`src/design/strided_nd_offset_walker_defines.svh`:
```
// Assertion helpers shared by the walker RTL.
// Every check is clocked on clk_i and is off while rst_ni is low.
`ifndef STRIDED_ND_OFFSET_WALKER_DEFINES_SVH
`define STRIDED_ND_OFFSET_WALKER_DEFINES_SVH

// The consequent must hold in the same cycle as the antecedent.
`define SNDW_ASSERT_SAME(lbl, ante, cons, msg) \
  lbl: assert property (@(posedge clk_i) disable iff (!rst_ni) (ante) |-> (cons)) \
    else $error(msg);

// The consequent must hold in the cycle after the antecedent.
`define SNDW_ASSERT_NEXT(lbl, ante, cons, msg) \
  lbl: assert property (@(posedge clk_i) disable iff (!rst_ni) (ante) |=> (cons)) \
    else $error(msg);

`endif

```
`src/design/sndw_pkg.sv`:
```
`timescale 1ns / 1ps

package sndw_pkg;

  // Shape of the walk.
  localparam int unsigned RANK        = 4;
  localparam int unsigned EXTENT_BITS = 16;
  localparam int unsigned STRIDE_BITS = 24;
  localparam int unsigned OFFSET_BITS = 42;

  // Derived widths.
  localparam int unsigned PROD_BITS     = EXTENT_BITS + STRIDE_BITS;
  localparam int unsigned NUM_PAIRS     = (RANK + 1) / 2;
  localparam int unsigned CFG_IDX_BITS  = (RANK > 1) ? $clog2(2 * RANK) : 1;
  localparam int unsigned AXIS_BITS     = (RANK > 1) ? $clog2(RANK) : 1;
  localparam int unsigned CFG_DATA_BITS =
      (STRIDE_BITS > EXTENT_BITS) ? STRIDE_BITS : EXTENT_BITS;

  // Register map: extents first, then strides, axis 0 outermost.
  localparam int unsigned CFG_EXTENT_BASE = 0;
  localparam int unsigned CFG_STRIDE_BASE = RANK;

  typedef logic [EXTENT_BITS-1:0] extent_t;
  typedef logic [STRIDE_BITS-1:0] stride_t;
  typedef logic [OFFSET_BITS-1:0] offset_t;
  typedef logic [PROD_BITS-1:0]   prod_t;

  typedef extent_t [RANK-1:0] extent_vec_t;
  typedef stride_t [RANK-1:0] stride_vec_t;

  // Status of one step, carried alongside the word down the pipeline.
  typedef struct packed {
    logic last;
    logic empty;
  } step_flags_t;

endpackage

```
`src/design/sndw_axis_counter.sv`:
```
`timescale 1ns / 1ps

module sndw_axis_counter (
  input  logic                  clk_i,
  input  logic                  rst_ni,
  input  logic                  step_i,
  input  logic                  restart_i,
  input  sndw_pkg::extent_vec_t extent_i,
  output sndw_pkg::extent_vec_t idx_o,
  output sndw_pkg::step_flags_t flags_o
);
  import sndw_pkg::*;

  extent_vec_t idx_q;
  extent_vec_t idx_d;
  extent_vec_t idx_base;
  logic        empty;
  logic        carry;

  // Indices used for this word, and the odometer step with carry toward axis 0.
  always_comb begin
    logic [EXTENT_BITS:0] inc;
    idx_base = restart_i ? '0 : idx_q;
    empty    = 1'b0;
    for (int d = 0; d < RANK; d++) begin
      if (extent_i[d] == '0) begin
        empty = 1'b1;
      end
    end
    idx_d = idx_base;
    carry = 1'b1;
    for (int d = RANK - 1; d >= 0; d--) begin
      inc = {1'b0, idx_base[d]} + {{EXTENT_BITS{1'b0}}, 1'b1};
      if (carry) begin
        if (inc < {1'b0, extent_i[d]}) begin
          idx_d[d] = inc[EXTENT_BITS-1:0];
          carry    = 1'b0;
        end else begin
          idx_d[d] = '0;
        end
      end
    end
    if (empty) begin
      idx_d = '0;
    end
  end

  // Index state moves only when a word is taken.
  always_ff @(posedge clk_i or negedge rst_ni) begin
    if (!rst_ni) begin
      idx_q <= '0;
    end else if (step_i) begin
      idx_q <= idx_d;
    end
  end

  assign idx_o         = idx_base;
  assign flags_o.empty = empty;
  assign flags_o.last  = empty | carry;

endmodule

```
`src/design/strided_nd_offset_walker.sv`:
```
`timescale 1ns / 1ps
// Throughput: one word per cycle while the output is not stalled; the four
// stages are index step, per-axis multiply, pair add and final add, each
// with its own register and valid bit.
// Reset: indices clear to zero, extents to 1, strides to 0 except the
// innermost stride, which resets to 1; the pipeline empties.
module strided_nd_offset_walker (
  input  logic                                clk_i,
  input  logic                                rst_ni,
  input  logic                                cfg_valid_i,
  output logic                                cfg_ready_o,
  input  logic [sndw_pkg::CFG_IDX_BITS-1:0]   cfg_index_i,
  input  logic [sndw_pkg::CFG_DATA_BITS-1:0]  cfg_data_i,
  input  logic                                in_valid_i,
  output logic                                in_ready_o,
  input  logic                                restart_i,
  output logic                                out_valid_o,
  input  logic                                out_ready_i,
  output logic [sndw_pkg::OFFSET_BITS-1:0]    offset_o,
  output logic                                last_o,
  output logic                                empty_res_o
);
  import sndw_pkg::*;

  `include "strided_nd_offset_walker_defines.svh"

  extent_vec_t extent_q;
  stride_vec_t stride_q;

  logic        cfg_write;
  logic [CFG_IDX_BITS-1:0] stride_sel;

  logic        in_accept;
  extent_vec_t cnt_idx;
  step_flags_t cnt_flags;

  logic        en1, en2, en3, en4;

  logic        s1_valid_q;
  extent_vec_t s1_idx_q;
  step_flags_t s1_flags_q;

  logic        s2_valid_q;
  prod_t       s2_prod_q [RANK];
  prod_t       s2_prod_d [RANK];
  step_flags_t s2_flags_q;

  logic        s3_valid_q;
  offset_t     s3_pair_q [NUM_PAIRS];
  offset_t     s3_pair_d [NUM_PAIRS];
  step_flags_t s3_flags_q;

  logic        out_valid_q;
  offset_t     offset_q;
  offset_t     offset_d;
  step_flags_t out_flags_q;

  // Configuration registers; the port never stalls.
  assign cfg_ready_o = 1'b1;
  assign cfg_write   = cfg_valid_i & cfg_ready_o;
  assign stride_sel  = cfg_index_i - CFG_IDX_BITS'(CFG_STRIDE_BASE);

  always_ff @(posedge clk_i or negedge rst_ni) begin
    if (!rst_ni) begin
      for (int d = 0; d < RANK; d++) begin
        extent_q[d] <= extent_t'(1);
        stride_q[d] <= (d == RANK - 1) ? stride_t'(1) : '0;
      end
    end else if (cfg_write) begin
      if (cfg_index_i < CFG_IDX_BITS'(CFG_STRIDE_BASE)) begin
        extent_q[cfg_index_i[AXIS_BITS-1:0]] <= cfg_data_i[EXTENT_BITS-1:0];
      end else if ({1'b0, cfg_index_i} < (CFG_IDX_BITS + 1)'(2 * RANK)) begin
        stride_q[stride_sel[AXIS_BITS-1:0]] <= cfg_data_i[STRIDE_BITS-1:0];
      end
    end
  end

  // Stage enables: a stage loads when it is empty or its successor moves on.
  assign en4        = !out_valid_q || out_ready_i;
  assign en3        = !s3_valid_q || en4;
  assign en2        = !s2_valid_q || en3;
  assign en1        = !s1_valid_q || en2;
  assign in_ready_o = en1;
  assign in_accept  = in_valid_i & in_ready_o;

  // Index odometer, stepped once per accepted word.
  sndw_axis_counter u_counter (
    .clk_i     (clk_i),
    .rst_ni    (rst_ni),
    .step_i    (in_accept),
    .restart_i (restart_i),
    .extent_i  (extent_q),
    .idx_o     (cnt_idx),
    .flags_o   (cnt_flags)
  );

  // Per-axis products of index and stride.
  always_comb begin
    for (int d = 0; d < RANK; d++) begin
      s2_prod_d[d] = prod_t'(s1_idx_q[d]) * prod_t'(stride_q[d]);
    end
  end

  // Pairwise sums of the products.
  always_comb begin
    for (int p = 0; p < NUM_PAIRS; p++) begin
      s3_pair_d[p] = OFFSET_BITS'(s2_prod_q[2 * p]);
      if (2 * p + 1 < RANK) begin
        s3_pair_d[p] = s3_pair_d[p] + OFFSET_BITS'(s2_prod_q[2 * p + 1]);
      end
    end
  end

  // Final sum; an empty walk reports offset zero.
  always_comb begin
    offset_d = '0;
    for (int p = 0; p < NUM_PAIRS; p++) begin
      offset_d = offset_d + s3_pair_q[p];
    end
    if (s3_flags_q.empty) begin
      offset_d = '0;
    end
  end

  // Pipeline valid bits.
  always_ff @(posedge clk_i or negedge rst_ni) begin
    if (!rst_ni) begin
      s1_valid_q  <= 1'b0;
      s2_valid_q  <= 1'b0;
      s3_valid_q  <= 1'b0;
      out_valid_q <= 1'b0;
    end else begin
      if (en1) s1_valid_q  <= in_valid_i;
      if (en2) s2_valid_q  <= s1_valid_q;
      if (en3) s3_valid_q  <= s2_valid_q;
      if (en4) out_valid_q <= s3_valid_q;
    end
  end

  // Pipeline payload.
  always_ff @(posedge clk_i) begin
    if (in_accept) begin
      s1_idx_q   <= cnt_idx;
      s1_flags_q <= cnt_flags;
    end
    if (en2 && s1_valid_q) begin
      s2_prod_q  <= s2_prod_d;
      s2_flags_q <= s1_flags_q;
    end
    if (en3 && s2_valid_q) begin
      s3_pair_q  <= s3_pair_d;
      s3_flags_q <= s2_flags_q;
    end
    if (en4 && s3_valid_q) begin
      offset_q    <= offset_d;
      out_flags_q <= s3_flags_q;
    end
  end

  assign out_valid_o = out_valid_q;
  assign offset_o    = offset_q;
  assign last_o      = out_flags_q.last;
  assign empty_res_o = out_flags_q.empty;

  // Checks on the walker's own logic.
  `SNDW_ASSERT_SAME(a_empty_is_last_zero, out_valid_o && empty_res_o, last_o && (offset_o == '0), "empty walk word must be last with offset zero")
  `SNDW_ASSERT_SAME(a_stall_only_when_full, !in_ready_o, out_valid_o && !out_ready_i, "input stalled while the output side is free")
  `SNDW_ASSERT_NEXT(a_restart_zeroes, in_accept && restart_i, s1_idx_q == '0, "restart did not zero the indices")

endmodule
```
`config.mk`:
```
export PLATFORM = sky130hd
export DESIGN_NAME = strided_nd_offset_walker
export DESIGN_NICKNAME = d
export VERILOG_FILES = /design/src/design/sndw_pkg.sv /design/src/design/sndw_axis_counter.sv /design/src/design/strided_nd_offset_walker.sv
export VERILOG_INCLUDE_DIRS = /design/src /design/src/design
export SDC_FILE = /design/constraint.sdc
export NUM_CORES = 2
export LEC_CHECK = 0
export BUFFER_PORTS_ARGS = -buffer_cell sky130_fd_sc_hd__buf_2
export CORE_MARGIN = 4
export CORE_UTILIZATION = 54
export CTS_CLUSTER_DIAMETER = 30
export CTS_CLUSTER_SIZE = 30
export DETAILED_ROUTE_END_ITERATION = 16
export PLACE_DENSITY = 0.72
export SYNTH_ARGS = -nofsm -noshare
export SYNTH_HDL_FRONTEND = slang
export SYNTH_SLANG_ARGS = --single-unit
```
`constraint.sdc`:
```
create_clock -name clk_i -period 8.37 [get_ports clk_i]
set_input_delay 1.674 -clock clk_i [delete_from_list [all_inputs] [get_ports clk_i]]
set_output_delay 1.674 -clock clk_i [all_outputs]
set_load 0.02 [all_outputs]
```
==> flow_summary_export.csv <==
group,metric,value,unit
synthesis,synthesis.area,77700,um2
placed_design,io_buffer_count,78,
floorplanning,dieArea,150000,um2
run_status,run_status,"finished, final reports clean",
cts,clkTransAtPathRegs,50,ps
cts,insertion_delay,780,ps
sta,fin_hold_ws,448,ps
floorplanning,die_x,387,um
placed_design,hpwl,167,mm
cts,postCtsHoldBufs,0,
route,drtPass1Iterations,8,
setup_path,required,8820,ps
cts,cts_max_path_buffers,3,
setup_path,cp_max_fo,24,
floorplanning,die_y,387,um
synthesis,synth_fp_nets,9954,
sta,tightestPinTransition,1200,ps
global_routing,grt_max_degree,163,
route,viasPerCell,5.68,
worst_hold_path,whs_path_depth,0,
route,ant_nets,0,
global_routing,grt_pass1_wl,342,mm
synthesis,synth_edf_count,356,
global_routing,grt.total_usage,29.2,%
cts,h-tree-depth,4,
synthesis,synth-seq-cells,584,
synthesis,syn_area_per_cell,9.64,um2
cts,cts_root_buf,"clkbuf_16",
route,wl_per_cell,21.4,um
global_routing,grt_overflow_total,0,
sta,finalSetupTns,0,ps
floorplanning,ios,80,
synthesis,yosysTopAreaCellShare,31.6,%
route,drc_errors,0,
route,drt-initial-drc-count,5487,
sta,rsz0062_at_grt,"false",
setup_path,reg2reg_depth,21,
setup_path,worstPathArrival,8160,ps
synthesis,yosys-top-cells-count,"inv_1, fa_1, nand2_1, and2_1, ha_1",
sta,final_max_slew_viol_count,0,
synthesis,synthArstFlopShare,39.0,%
synthesis,yosys.area.top_type,"fa_1",
synthesis,postSynthCellCount,8061,
flow_run,drv_cap,0,
global_routing,grt_pass1_vias,60100,
sta,min_period_over_period,92.1,%
cts,postCtsSetupRepairBufs,0,
cts,tritoncts,"built",
sta,slew_headroom,19.9,%
synthesis,ys_types,90,
worst_hold_path,hold_class,"reg -> reg",
sta,min_period,7710,ps
global_routing,antenna_found_initial,16,
sta,hold_viol_final,0,
synthesis,synth-seq-area-share,21.1,%
synthesis,yosys_warnings,0,
floorplanning,core_area,142000,um2
cts,clkSinkCount,584,
layout,nNetsFinal,9927,
cts,cts_made_buffers,139,
synthesis,yosysMostFrequentCell,"inv_1",
route,wirelength,215,mm
cts,cts_resized,0,
synthesis,synth_ff_type,"edfxtp_1",
setup_path,crit_path_start_kind,"flip-flop",
sta,fin_skew,55.3,ps
floorplanning,num_rows,138,
setup_path,path_class,"reg -> reg",
route,route.vias.total,57000,
synthesis,synth_area_leaders,"fa_1, edfxtp_1, ha_1",
floorplanning,start_util,54.6,%
placed_design,place_congestion,0.956,
setup_path,rrSetupSlack,660,ps
sta,clock.fmax,130,MHz
layout,drive_gt1_share,6.80,%
setup_path,end_kind,"flip-flop",
layout,syn_to_final_growth,9.20,%
sta,setup_violations,0,
[cell type report]
cell class / count / area [um2]
diodes: 5 / 12.5
clock buffers: 156 / 3620
clock inverters: 101 / 1350
fillers: 11800 / 57400
inverters: 1505 / 5650
multi-input cells: 5651 / 54500
flip-flops and latches: 584 / 16400
well taps: 1890 / 2360
repair buffers: 153 / 976
[kinds of logic (layout without fill, tap and decap cells)]
kind of cell               Yosys count  count (layout)  share of synthesized area [%]
AOI/OAI and AO/OA                  986             986                           8.15
xor gates and xnor gates           301             301                           3.39
adders and majority gates         1860            1860                           41.8
buffers and inverters             1826            1915                           8.83
DFF                                584             584                           21.1
muxes                              121             121                           1.75
other                                1               6                        0.00482
and+or+nand+nor                   2382            2382                           15.0
[per-stage QoR]
| stage | area, um2 | util (%) | setup slack [ps] | std cells |
|---|---|---|---|---|
| floorplan | 77700 | - | 1680 | 8061 |
| global placement | 79900 | 56.2 | 961 | 9783 |
| detailed placement | 79900 | 56.2 | 748 | 9783 |
| CTS | 84900 | 59.7 | 748 | 10000 |
| global route | 84900 | 59.7 | 486 | 10000 |
| finish | 84900 | 59.7 | 661 | 10000 |
[worst max-delay path, cell delays in order (launching register included)]
cell and delay, ps:
edfxtp_1 1050, nand2_1 190, fa_1 530, fa_1 520, fa_1 540, inv_1 60, fa_1 500, fa_1 500
inv_1 50, fa_1 480, inv_1 40, ha_1 330, a21oi_1 200, o21ai_0 150, a221o_1 450, or4b_4 610
nand3_2 140, o21ai_2 120, a221oi_2 400, o21ai_1 190, a2111oi_2 320, a211oi_1 70
[metal layers]
metal	track usage (%)	up-vias	part of all wire, %
li1	-	25400	-
met1	40.0	28500	41
met2	43.5	2715	44
met3	9.65	450	12
met4	10.3	8	3.7
met5	0	-	0.023
[worst paths after layout]
check	end	startpoint
worst max-delay path	s2_prod_q[77]	s1_idx_q[34]
worst min-delay path	s3_flags_q[1]	s2_flags_q[1]
worst max register to register	s2_prod_q[77]	s1_idx_q[34]
worst min register to register	s3_flags_q[1]	s2_flags_q[1]
max in group asynchronous	stride_q[61]	rst_ni
min in group asynchronous	extent_q[7]	rst_ni
[placed cells by master, fill, tap and decap left out, drive strengths merged, types with 33 or more instances in the layout]
| cell | synthesis | routed |
|---|---|---|
| nand3 | 95 | 95 |
| clkinv | 0 | 52 |
| and2 | 665 | 665 |
| nand4 | 46 | 46 |
| mux2 | 118 | 118 |
| nor3 | 52 | 52 |
| xnor2 | 182 | 182 |
| a21oi | 273 | 273 |
| o21ai | 222 | 222 |
| o21bai | 35 | 35 |
| o21a | 33 | 33 |
| nor2b | 94 | 94 |
| inv | 1505 | 1523 |
| a21o | 202 | 202 |
| and3 | 38 | 38 |
| xor2 | 119 | 119 |
| fa | 1227 | 1227 |
| nand2 | 1091 | 1091 |
| clkbuf | 312 | 156 |
| nand2b | 51 | 51 |
| dfrtp | 223 | 223 |
| edfxtp | 356 | 356 |
| nor2 | 176 | 176 |
| buf | 9 | 153 |
| ha | 633 | 633 |
[sequential cells by signal (all words and copies together), names as in the netlist]
register,count
empty_res_o,1
extent_q,64
last_o,1
offset_o,42
out_valid_o,1
s1_flags_q,2
s1_idx_q,64
s1_valid_q,1
s2_flags_q,2
s2_prod_q,160
s2_valid_q,1
s3_flags_q,2
s3_pair_q,82
s3_valid_q,1
stride_q,96
u_counter.idx_q,64
Power is not shown: default switching activity piles up to over one toggle a cycle in this logic, so the estimate is an artifact.
